[src/hdl/ups_pkg.sv]
package ups_pkg;

    // Power sequencer modes
    typedef enum logic [2:0] {
        MODE_WAIT_RELEASE = 3'd0,
        MODE_POWER_INIT   = 3'd1,
        MODE_MAIN_ON      = 3'd2,
        MODE_MAIN_FAIL    = 3'd3,
        MODE_SHUTDOWN     = 3'd4
    } power_mode_t;

    // Host event codes
    typedef enum logic [1:0] {
        HOST_EVT_NONE      = 2'd0,
        HOST_EVT_SHDN_REQ  = 2'd1,
        HOST_EVT_SHDN_DONE = 2'd2
    } host_event_t;

    // Configuration register indexes
    typedef enum logic [2:0] {
        CFG_MAIN_ON_MV     = 3'd0,
        CFG_MAIN_OFF_MV    = 3'd1,
        CFG_CHARGE_ON_MV   = 3'd2,
        CFG_CHARGE_OFF_MV  = 3'd3,
        CFG_MAIN_STABLE_MS = 3'd4,
        CFG_CHARGE_RES_MS  = 3'd5,
        CFG_LONG_PRESS_MS  = 3'd6,
        CFG_SHDN_DELAY_MS  = 3'd7
    } cfg_index_t;

    localparam int CFG_INDEX_W = 3;
    localparam int CFG_DATA_W  = 32;

    // Status flag masks
    localparam logic [3:0] FLAG_INIT     = 4'b0001;
    localparam logic [3:0] FLAG_SHUTDOWN = 4'b0010;
    localparam logic [3:0] FLAG_CHARGING = 4'b0100;
    localparam logic [3:0] FLAG_BATT_ERR = 4'b1000;

    // Mode counter constants
    localparam logic [7:0] COUNTER_WRAP       = 8'd2;
    localparam logic [7:0] COUNTER_ON_REQUEST = 8'd10;

    // Register reset values
    localparam logic [15:0] RST_MAIN_ON_MV     = 16'd4600;
    localparam logic [15:0] RST_MAIN_OFF_MV    = 16'd4300;
    localparam logic [15:0] RST_CHARGE_ON_MV   = 16'd4600;
    localparam logic [15:0] RST_CHARGE_OFF_MV  = 16'd4300;
    localparam logic [15:0] RST_MAIN_STABLE_MS = 16'd500;
    localparam logic [15:0] RST_CHARGE_RES_MS  = 16'd500;
    localparam logic [15:0] RST_LONG_PRESS_MS  = 16'd5000;
    localparam logic [31:0] RST_SHDN_DELAY_MS  = 32'd30000;

endpackage

[src/hdl/ups_power_sequencer_unit.sv]
// UPS power sequencer.
// Input channel (s_*): one item per update step carrying a millisecond
// timestamp, the main supply voltage and button press/release events.
// Result channel (m_*): one item per input item with the pin levels
// (main, host, boost, long backup, charger), the power mode, status flags,
// the mode counter, a host event code and the keep-released pulse.
// Configuration: cfg_wr_en/cfg_wr_index/cfg_wr_data write one of eight
// thresholds and timers; write only while idle.
// Path: an accepted item lands in the input register; its result is
// registered with m_valid once the result slot is free or being drained.
// Throughput: one item per cycle unless m_ready stalls. The charge machine,
// button timing and sequencer all evaluate in one combinational pass
// between the input and output registers, and the state they update is
// written at the same edge as the result, so the next item sees it.
// Stall: when m_ready is low the result holds; the input register keeps
// accepting while the result slot is free or being drained, then s_ready
// drops until the output moves.
// Reset (aresetn low, synchronous): mode = power init, all pins off,
// stamps, timers, flags and counter cleared, registers at defaults.
module ups_power_sequencer_unit (
    input  logic        aclk,
    input  logic        aresetn,
    // configuration write port
    input  logic                            cfg_wr_en,
    input  logic [ups_pkg::CFG_INDEX_W-1:0] cfg_wr_index,
    input  logic [ups_pkg::CFG_DATA_W-1:0]  cfg_wr_data,
    // input channel
    input  logic        s_valid,
    output logic        s_ready,
    input  logic [31:0] s_now_ms,
    input  logic [15:0] s_main_voltage_mv,
    input  logic        s_press_event,
    input  logic        s_release_event,
    // result channel
    output logic        m_valid,
    input  logic        m_ready,
    output logic        m_main_power_on,
    output logic        m_host_enable,
    output logic        m_boost_on,
    output logic        m_backup_long_on,
    output logic        m_charge_on,
    output logic [2:0]  m_power_mode,
    output logic [3:0]  m_status_bits,
    output logic [7:0]  m_mode_count,
    output logic [1:0]  m_host_event,
    output logic        m_keep_released_pulse
);

    // ---------------- configuration registers ----------------
    logic [15:0] main_on_mv_reg, main_off_mv_reg;
    logic [15:0] charge_on_mv_reg, charge_off_mv_reg;
    logic [15:0] main_stable_ms_reg, charge_res_ms_reg, long_press_ms_reg;
    logic [31:0] shdn_delay_ms_reg;

    always_ff @(posedge aclk) begin
        if (!aresetn) begin
            main_on_mv_reg     <= ups_pkg::RST_MAIN_ON_MV;
            main_off_mv_reg    <= ups_pkg::RST_MAIN_OFF_MV;
            charge_on_mv_reg   <= ups_pkg::RST_CHARGE_ON_MV;
            charge_off_mv_reg  <= ups_pkg::RST_CHARGE_OFF_MV;
            main_stable_ms_reg <= ups_pkg::RST_MAIN_STABLE_MS;
            charge_res_ms_reg  <= ups_pkg::RST_CHARGE_RES_MS;
            long_press_ms_reg  <= ups_pkg::RST_LONG_PRESS_MS;
            shdn_delay_ms_reg  <= ups_pkg::RST_SHDN_DELAY_MS;
        end else if (cfg_wr_en) begin
            unique case (ups_pkg::cfg_index_t'(cfg_wr_index))
                ups_pkg::CFG_MAIN_ON_MV:     main_on_mv_reg     <= cfg_wr_data[15:0];
                ups_pkg::CFG_MAIN_OFF_MV:    main_off_mv_reg    <= cfg_wr_data[15:0];
                ups_pkg::CFG_CHARGE_ON_MV:   charge_on_mv_reg   <= cfg_wr_data[15:0];
                ups_pkg::CFG_CHARGE_OFF_MV:  charge_off_mv_reg  <= cfg_wr_data[15:0];
                ups_pkg::CFG_MAIN_STABLE_MS: main_stable_ms_reg <= cfg_wr_data[15:0];
                ups_pkg::CFG_CHARGE_RES_MS:  charge_res_ms_reg  <= cfg_wr_data[15:0];
                ups_pkg::CFG_LONG_PRESS_MS:  long_press_ms_reg  <= cfg_wr_data[15:0];
                ups_pkg::CFG_SHDN_DELAY_MS:  shdn_delay_ms_reg  <= cfg_wr_data;
                default: ;
            endcase
        end
    end

    // ---------------- input register ----------------
    logic        in_valid_reg;
    logic [31:0] now_reg;
    logic [15:0] volt_reg;
    logic        press_reg, release_reg;
    logic        out_valid_reg;
    logic        advance;

    // item moves from the input register into the result register
    assign advance = in_valid_reg && (!out_valid_reg || m_ready);
    assign s_ready = !in_valid_reg || advance;

    always_ff @(posedge aclk) begin
        if (!aresetn) begin
            in_valid_reg <= 1'b0;
        end else if (s_ready) begin
            in_valid_reg <= s_valid;
        end
    end

    always_ff @(posedge aclk) begin
        if (s_valid && s_ready) begin
            now_reg     <= s_now_ms;
            volt_reg    <= s_main_voltage_mv;
            press_reg   <= s_press_event;
            release_reg <= s_release_event;
        end
    end

    // ---------------- block state ----------------
    ups_pkg::power_mode_t power_mode_reg, power_mode_next;
    logic        charge_mode_reg, charge_mode_next;
    logic [31:0] power_timer_reg, power_timer_next;
    logic [31:0] charge_timer_reg, charge_timer_next;
    logic [31:0] press_stamp_reg, press_stamp_next;
    logic [31:0] release_stamp_reg, release_stamp_next;
    logic [31:0] shdn_stamp_reg, shdn_stamp_next;
    logic [7:0]  mode_counter_reg, mode_counter_next;
    logic [3:0]  flag_reg, flag_next;
    logic        pin_main_reg, pin_main_next;
    logic        pin_host_reg, pin_host_next;
    logic        pin_boost_reg, pin_boost_next;
    logic        pin_long_reg, pin_long_next;
    logic        pin_charge_reg, pin_charge_next;

    // intermediate results after charge machine and button timing
    ups_pkg::power_mode_t mode_a;
    logic [3:0]  flags_a;
    logic        main_a, host_a, boost_a, long_a;
    ups_pkg::host_event_t host_evt;
    logic        keep_pulse;
    logic [31:0] held_ms;
    logic        press_done;

    // ---- charge enable machine, button timing, shutdown cut ----
    always_comb begin
        charge_mode_next  = charge_mode_reg;
        charge_timer_next = charge_timer_reg;
        pin_charge_next   = pin_charge_reg;
        flags_a           = flag_reg;
        mode_a            = power_mode_reg;
        mode_counter_next = mode_counter_reg;
        shdn_stamp_next   = shdn_stamp_reg;
        main_a            = pin_main_reg;
        host_a            = pin_host_reg;
        boost_a           = pin_boost_reg;
        long_a            = pin_long_reg;
        host_evt          = ups_pkg::HOST_EVT_NONE;
        keep_pulse        = 1'b0;

        // charger with hold-off on the way up, hysteresis on the way down
        if (charge_mode_reg) begin
            if (volt_reg < charge_off_mv_reg) begin
                pin_charge_next  = 1'b0;
                flags_a          = flags_a & ~ups_pkg::FLAG_CHARGING;
                charge_mode_next = 1'b0;
            end
        end else if (volt_reg < charge_on_mv_reg) begin
            charge_timer_next = now_reg;
        end else if ((now_reg - charge_timer_reg) >= {16'd0, charge_res_ms_reg}) begin
            pin_charge_next   = 1'b1;
            flags_a           = flags_a | ups_pkg::FLAG_CHARGING;
            charge_timer_next = now_reg;
            charge_mode_next  = 1'b1;
        end

        // button stamps; zero means unset
        press_stamp_next   = press_reg ? now_reg : press_stamp_reg;
        release_stamp_next = release_reg ? now_reg : release_stamp_reg;
        press_done = (press_stamp_next != 32'd0) && (release_stamp_next != 32'd0);
        held_ms    = release_stamp_next - press_stamp_next;

        if (press_done) begin
            if (held_ms > {16'd0, long_press_ms_reg}) begin
                if (power_mode_reg != ups_pkg::MODE_SHUTDOWN) begin
                    host_evt          = ups_pkg::HOST_EVT_SHDN_REQ;
                    flags_a           = ups_pkg::FLAG_SHUTDOWN;
                    mode_a            = ups_pkg::MODE_SHUTDOWN;
                    mode_counter_next = ups_pkg::COUNTER_ON_REQUEST;
                    shdn_stamp_next   = now_reg;
                end else begin
                    // cancel: pending stamp is kept
                    keep_pulse        = 1'b1;
                    flags_a           = ups_pkg::FLAG_INIT;
                    mode_a            = ups_pkg::MODE_WAIT_RELEASE;
                    mode_counter_next = 8'd0;
                end
            end else begin
                mode_counter_next = mode_counter_reg + 8'd1;
                if (mode_counter_next == ups_pkg::COUNTER_WRAP) begin
                    mode_counter_next = 8'd0;
                end
            end
            press_stamp_next   = 32'd0;
            release_stamp_next = 32'd0;
        end

        // delayed power cut; a request stamped at zero never fires
        if (mode_a == ups_pkg::MODE_SHUTDOWN && shdn_stamp_next != 32'd0 &&
            (now_reg - shdn_stamp_next) >= shdn_delay_ms_reg) begin
            host_evt        = ups_pkg::HOST_EVT_SHDN_DONE;
            main_a          = 1'b0;
            host_a          = 1'b0;
            boost_a         = 1'b0;
            long_a          = 1'b0;
            shdn_stamp_next = 32'd0;
        end
    end

    // ---- sequencer conditions ----
    logic main_low;     // below the switch-on threshold
    logic main_failed;  // below the failure threshold
    logic main_settled; // stability time elapsed
    assign main_low     = volt_reg < main_on_mv_reg;
    assign main_failed  = volt_reg < main_off_mv_reg;
    assign main_settled = (now_reg - power_timer_reg) >= {16'd0, main_stable_ms_reg};

    // ---- sequencer next state ----
    always_comb begin
        power_mode_next  = mode_a;
        power_timer_next = power_timer_reg;
        unique case (mode_a)
            ups_pkg::MODE_WAIT_RELEASE: begin
                power_timer_next = now_reg;
                if (release_reg) begin
                    power_mode_next = ups_pkg::MODE_POWER_INIT;
                end
            end
            ups_pkg::MODE_POWER_INIT,
            ups_pkg::MODE_MAIN_FAIL: begin
                if (main_low) begin
                    power_timer_next = now_reg;
                end else if (main_settled) begin
                    power_timer_next = now_reg;
                    power_mode_next  = ups_pkg::MODE_MAIN_ON;
                end
            end
            ups_pkg::MODE_MAIN_ON: begin
                if (main_failed) begin
                    power_timer_next = now_reg;
                    power_mode_next  = ups_pkg::MODE_MAIN_FAIL;
                end
            end
            default: ;
        endcase
    end

    // ---- sequencer outputs ----
    always_comb begin
        pin_main_next  = main_a;
        pin_host_next  = host_a;
        pin_boost_next = boost_a;
        pin_long_next  = long_a;
        flag_next      = flags_a;
        unique case (mode_a)
            ups_pkg::MODE_POWER_INIT: begin
                if (!main_low && main_settled) begin
                    pin_main_next  = 1'b1;
                    pin_host_next  = 1'b1;
                    pin_boost_next = 1'b1;
                    flag_next      = flags_a & ~ups_pkg::FLAG_INIT;
                end
            end
            ups_pkg::MODE_MAIN_ON: begin
                if (main_failed) begin
                    pin_main_next = 1'b0;
                    pin_long_next = 1'b1;
                    flag_next     = flags_a | ups_pkg::FLAG_BATT_ERR;
                end
            end
            ups_pkg::MODE_MAIN_FAIL: begin
                if (!main_low && main_settled) begin
                    pin_long_next = 1'b0;
                    pin_main_next = 1'b1;
                    flag_next     = flags_a & ~ups_pkg::FLAG_BATT_ERR;
                end
            end
            default: ;
        endcase
    end

    // ---- state update, once per item ----
    always_ff @(posedge aclk) begin
        if (!aresetn) begin
            power_mode_reg    <= ups_pkg::MODE_POWER_INIT;
            charge_mode_reg   <= 1'b0;
            power_timer_reg   <= 32'd0;
            charge_timer_reg  <= 32'd0;
            press_stamp_reg   <= 32'd0;
            release_stamp_reg <= 32'd0;
            shdn_stamp_reg    <= 32'd0;
            mode_counter_reg  <= 8'd0;
            flag_reg          <= 4'd0;
            pin_main_reg      <= 1'b0;
            pin_host_reg      <= 1'b0;
            pin_boost_reg     <= 1'b0;
            pin_long_reg      <= 1'b0;
            pin_charge_reg    <= 1'b0;
        end else if (advance) begin
            power_mode_reg    <= power_mode_next;
            charge_mode_reg   <= charge_mode_next;
            power_timer_reg   <= power_timer_next;
            charge_timer_reg  <= charge_timer_next;
            press_stamp_reg   <= press_stamp_next;
            release_stamp_reg <= release_stamp_next;
            shdn_stamp_reg    <= shdn_stamp_next;
            mode_counter_reg  <= mode_counter_next;
            flag_reg          <= flag_next;
            pin_main_reg      <= pin_main_next;
            pin_host_reg      <= pin_host_next;
            pin_boost_reg     <= pin_boost_next;
            pin_long_reg      <= pin_long_next;
            pin_charge_reg    <= pin_charge_next;
        end
    end

    // ---------------- result register ----------------
    logic        res_main_reg, res_host_reg, res_boost_reg, res_long_reg, res_charge_reg;
    logic [2:0]  res_mode_reg;
    logic [3:0]  res_status_reg;
    logic [7:0]  res_count_reg;
    logic [1:0]  res_event_reg;
    logic        res_keep_reg;

    always_ff @(posedge aclk) begin
        if (!aresetn) begin
            out_valid_reg <= 1'b0;
        end else if (advance) begin
            out_valid_reg <= 1'b1;
        end else if (m_ready) begin
            out_valid_reg <= 1'b0;
        end
    end

    always_ff @(posedge aclk) begin
        if (advance) begin
            res_main_reg   <= pin_main_next;
            res_host_reg   <= pin_host_next;
            res_boost_reg  <= pin_boost_next;
            res_long_reg   <= pin_long_next;
            res_charge_reg <= pin_charge_next;
            res_mode_reg   <= power_mode_next;
            res_status_reg <= flag_next;
            res_count_reg  <= mode_counter_next;
            res_event_reg  <= host_evt;
            res_keep_reg   <= keep_pulse;
        end
    end

    assign m_valid               = out_valid_reg;
    assign m_main_power_on       = res_main_reg;
    assign m_host_enable         = res_host_reg;
    assign m_boost_on            = res_boost_reg;
    assign m_backup_long_on      = res_long_reg;
    assign m_charge_on           = res_charge_reg;
    assign m_power_mode          = res_mode_reg;
    assign m_status_bits         = res_status_reg;
    assign m_mode_count          = res_count_reg;
    assign m_host_event          = res_event_reg;
    assign m_keep_released_pulse = res_keep_reg;

endmodule

[config.mk]
export PLATFORM = sky130hd
export DESIGN_NAME = ups_power_sequencer_unit
export DESIGN_NICKNAME = d
export VERILOG_FILES = /design/src/hdl/ups_pkg.sv /design/src/hdl/ups_power_sequencer_unit.sv
export SDC_FILE = /design/constraint.sdc
export NUM_CORES = 1
export LEC_CHECK = 0
export ABC_CLOCK_PERIOD_IN_PS = 14600
export BUFFER_PORTS_ARGS = -buffer_cell sky130_fd_sc_hd__buf_4
export CAP_MARGIN = 20
export CORE_MARGIN = 1.5
export CORE_UTILIZATION = 58
export DETAILED_ROUTE_END_ITERATION = 10
export PLACE_DENSITY = 0.73
export REMOVE_ABC_BUFFERS = 1
export SETUP_SLACK_MARGIN = 0.05
export SYNTH_ARGS = -nofsm -noshare
export SYNTH_HDL_FRONTEND = slang
export SYNTH_SLANG_ARGS = --single-unit
[constraint.sdc]
create_clock -name aclk -period 14.6 [get_ports aclk]
set_input_delay 2.19 -clock aclk [delete_from_list [all_inputs] [get_ports aclk]]
set_output_delay 2.19 -clock aclk [all_outputs]
set_load 0.05 [all_outputs]
==> impl_metrics.xml <==
<?xml version="1.0" encoding="UTF-8"?>
<metrics>
  <group name="critical_path">
    <metric name="worstSetupStartpointType" unit="">register</metric>
    <metric name="regToRegSetupSlack" unit="ns">2.50</metric>
    <metric name="worst-path-max-fanout" unit="">33</metric>
    <metric name="critical-path-max-stage-delay" unit="ns">0.79</metric>
    <metric name="setup.worst_path.end_class" unit="">register</metric>
    <metric name="critical_path_arrival" unit="ns">12.59</metric>
    <metric name="critical_path_required" unit="ns">15.09</metric>
    <metric name="critical_path_class" unit="">reg2reg</metric>
    <metric name="slowest_stage" unit="">sky130_fd_sc_hd__edfxtp_1</metric>
    <metric name="reg2regPathDepth" unit="">43</metric>
  </group>
  <group name="job">
    <metric name="timing.max_cap.violations" unit="">0</metric>
  </group>
  <group name="final_layout">
    <metric name="final_util" unit="">0.6445</metric>
    <metric name="drive_gt1_frac" unit="">0.09295</metric>
    <metric name="final_cell_area" unit="um^2">29880</metric>
    <metric name="nFillCells" unit="">3950</metric>
    <metric name="area_growth" unit="%">10.26</metric>
    <metric name="final_nets" unit="">3628</metric>
  </group>
  <group name="global_routing">
    <metric name="first_global_vias" unit="">22974</metric>
    <metric name="largest_net_degree_at_the_start_of_global_routing" unit="">108</metric>
    <metric name="antenna_found_initial" unit="">1</metric>
    <metric name="grt_util_all_layers" unit="">0.3436</metric>
    <metric name="grt_first_pass_wirelength" unit="mm">128.1</metric>
    <metric name="grt_overflow_total" unit="">0</metric>
  </group>
  <group name="yosys">
    <metric name="yosys.area_share.xor_xnor" unit="">0.02683</metric>
    <metric name="synth.ff_latch_count" unit="">400</metric>
    <metric name="synth_cells" unit="">3246</metric>
    <metric name="main_combinational_cell_family_by_area_after_synthesis" unit="">compound AO/OA/AOI/OAI gates</metric>
    <metric name="synth-simple-area-share" unit="">0.1828</metric>
    <metric name="async_set_or_reset_register_ratio_after_synthesis" unit="">0</metric>
    <metric name="synth_area" unit="um^2">27100</metric>
    <metric name="yosys.area_share.adder" unit="">0.1262</metric>
    <metric name="muxShareOfSynthArea" unit="">0.06395</metric>
    <metric name="synth_seq_area_share" unit="">0.3225</metric>
    <metric name="synth_compound_area_frac" unit="">0.2141</metric>
    <metric name="yosysWarningCount" unit="">0</metric>
    <metric name="synth_cell_types" unit="">95</metric>
    <metric name="post_synth_edffs" unit="">73</metric>
    <metric name="postSynth.topFlopCell" unit="">sky130_fd_sc_hd__dfxtp_1</metric>
    <metric name="avgSynthCellArea" unit="um^2">8.348</metric>
  </group>
  <group name="hold_path">
    <metric name="hold_path_depth" unit="">2</metric>
    <metric name="holdCritPathClass" unit="">reg2reg</metric>
  </group>
  <group name="floorplan">
    <metric name="dieHeight" unit="um">219.1</metric>
    <metric name="floorplan.io_pins" unit="">115</metric>
    <metric name="placeable_core_area" unit="um^2">46360</metric>
    <metric name="floorplan.die_area" unit="um^2">48020</metric>
    <metric name="floorplan.initialDensity" unit="">0.5845</metric>
    <metric name="number_of_placement_rows" unit="">79</metric>
    <metric name="die_x" unit="um">219.1</metric>
  </group>
  <group name="clock_network">
    <metric name="ctsHtreeMaxLevel" unit="">2</metric>
    <metric name="cts.path.max_buffers" unit="">3</metric>
    <metric name="post_cts.repair.setup_buffers" unit="">0</metric>
    <metric name="cts_resized" unit="">0</metric>
    <metric name="clockRootBuffer" unit="">sky130_fd_sc_hd__clkbuf_16</metric>
    <metric name="clkSinkCount" unit="">400</metric>
    <metric name="cts_inserted_buffers" unit="">44</metric>
    <metric name="cts_tree" unit="">yes</metric>
    <metric name="clock_insertion_delay_at_the_later_pin_of_the_skew_report" unit="ns">0.59</metric>
    <metric name="cts-hold-fix-buffers" unit="">0</metric>
    <metric name="clock_transition_time_at_the_flip_flop_clock_pins_of_the_worst_setup_and_hold_paths" unit="ns">0.07</metric>
  </group>
  <group name="outcome">
    <metric name="run_status" unit="">finished clean</metric>
  </group>
  <group name="place">
    <metric name="io_buffers" unit="">114</metric>
    <metric name="dp_hpwl" unit="mm">62.02</metric>
    <metric name="place_congestion" unit="">0.9286</metric>
    <metric name="detailed_place.area" unit="um^2">28340</metric>
  </group>
  <group name="routing">
    <metric name="firstDrtPassIters" unit="">6</metric>
    <metric name="detail_route.vias_per_cell" unit="">6.198</metric>
    <metric name="drt_drc_violations_left" unit="">0</metric>
    <metric name="detail-route-antenna-nets" unit="">0</metric>
    <metric name="detail_route.iter0.violations" unit="">1912</metric>
    <metric name="routed_wirelength" unit="mm">83.76</metric>
    <metric name="dr_total_vias" unit="">24239</metric>
    <metric name="drt-wirelength-per-cell" unit="um">21.42</metric>
  </group>
  <group name="pwr">
    <metric name="worst_ir_drop_vdd" unit="V">0.0001166</metric>
    <metric name="power_leakage" unit="nW">11.92</metric>
    <metric name="post-layout-total-power" unit="W">0.003109</metric>
    <metric name="pwr_density_cell" unit="nW/um^2">104.1</metric>
  </group>
  <group name="sta">
    <metric name="finalCritPeriodShare" unit="">0.8289</metric>
    <metric name="period_needed" unit="ns">12.10</metric>
    <metric name="fin_setup_tns" unit="ns">0</metric>
    <metric name="holdWs" unit="ns">0.4569</metric>
    <metric name="slew_violations" unit="">0</metric>
    <metric name="setup_viol" unit="">0</metric>
    <metric name="max_freq" unit="GHz">0.08263</metric>
    <metric name="rsz0062_at_grt" unit="">false</metric>
    <metric name="relSlewSlack" unit="">0.2451</metric>
    <metric name="finalClockSkew" unit="ns">0.02143</metric>
    <metric name="tightest_slew" unit="ns">1.130</metric>
    <metric name="hold_viol" unit="">0</metric>
  </group>
</metrics>
cells in the mapped netlist (30+ instances only):
cell type	instances	area, um^2
sky130_fd_sc_hd__nand2_1	488	1832
sky130_fd_sc_hd__dfxtp_1	327	6546
sky130_fd_sc_hd__ha_1	267	3341
sky130_fd_sc_hd__inv_1	253	949.7
sky130_fd_sc_hd__nor2_1	202	758.2
sky130_fd_sc_hd__a21oi_1	139	695.7
sky130_fd_sc_hd__clkbuf_1	136	510.5
sky130_fd_sc_hd__mux2i_1	136	1361
sky130_fd_sc_hd__o21ai_0	101	505.5
sky130_fd_sc_hd__a21boi_0	100	750.7
sky130_fd_sc_hd__nor2b_1	84	525.5
sky130_fd_sc_hd__edfxtp_1	73	2192
sky130_fd_sc_hd__a21o_1	59	442.9
sky130_fd_sc_hd__o211ai_1	59	442.9
sky130_fd_sc_hd__xnor2_1	58	508.0
sky130_fd_sc_hd__nor3_1	55	275.3
sky130_fd_sc_hd__nand3_1	54	270.3
sky130_fd_sc_hd__a22oi_1	48	360.4
sky130_fd_sc_hd__a2bb2oi_1	44	385.4
sky130_fd_sc_hd__nand2b_1	39	244.0
sky130_fd_sc_hd__o21a_1	38	285.3
sky130_fd_sc_hd__nand4_1	36	225.2
sky130_fd_sc_hd__nor4_1	34	212.7
sky130_fd_sc_hd__mux2_2	33	371.6
sky130_fd_sc_hd__o311ai_0	30	262.8
final timing paths:
check | start | end
setup / recovery | release_reg | pin_host_reg
hold / removal | power_timer_reg[27] | power_timer_reg[27]
setup reg to reg | release_reg | pin_host_reg
hold reg to reg | power_timer_reg[27] | power_timer_reg[27]
power by group:
group          leakage, nW  total, W  internal, W  switching (W)
sequential            3.35   0.00120      0.00116      0.0000385
combinational         7.82  0.000713     0.000287       0.000426
clock                0.759   0.00120     0.000715       0.000482
routing by layer:
layer  vias to the layer above  track usage  wire (um)
li1                      11603            -          -
met3                       155      0.04712       5618
met4                         0       0.1320       3056
met5                         -            0          0
met1                     11626       0.4544      36310
met2                       855       0.5678      38780
logic make-up (layout without fill, tap and decap cells):
logic type                 Yosys count  after routing
and+or+nand+nor                   1074           1074
AOI/OAI and AO/OA                  816            816
buffers and inverters              433            490
DFF                                400            400
adders and majority gates          271            271
muxes                              169            169
xor gates and xnor gates            83             83
other                                0              1
layout make-up:
cell class	instances	area [um^2]	area share
Timing Repair Buffer	155	1167	0.03907
Clock buffer	56	1217	0.04075
Multi-Input combinational cell	2413	16730	0.5599
Antenna cell	1	2.502	0.00008376
Tap cell	607	759.5	0.02542
Clock inverter	26	314.1	0.01051
Inverter	253	949.7	0.03179
Sequential cell	400	8738	0.2925
stage by stage:
step	setup WS (ns)	std cells
after floorplan	2.961	3066
after global placement	2.992	3827
after detailed placement	2.625	3827
after CTS	2.582	3909
after global routing	1.647	3911
final	2.498	3911
critical path, delay by kind of cell, from the launching register on:
family | cells | cell delay (ns)
AOI/OAI and AO/OA | 23 | 6.34
xor gates and xnor gates | 2 | 0.32
adders and majority gates | 5 | 1.54
buffers and inverters | 3 | 0.83
DFF | 1 | 0.79
muxes | 2 | 0.69
and+or+nand+nor | 8 | 1.46
cells in the final DEF (no fill, tap or decap), types with 100 or more instances in the layout:
master,count
sky130_fd_sc_hd__nand2_1,488
sky130_fd_sc_hd__dfxtp_1,327
sky130_fd_sc_hd__ha_1,267
sky130_fd_sc_hd__inv_1,252
sky130_fd_sc_hd__nor2_1,199
sky130_fd_sc_hd__buf_4,153
sky130_fd_sc_hd__a21oi_1,139
sky130_fd_sc_hd__mux2i_1,136
sky130_fd_sc_hd__o21ai_0,100
sky130_fd_sc_hd__a21boi_0,100
(Power assumes the default switching activity.)
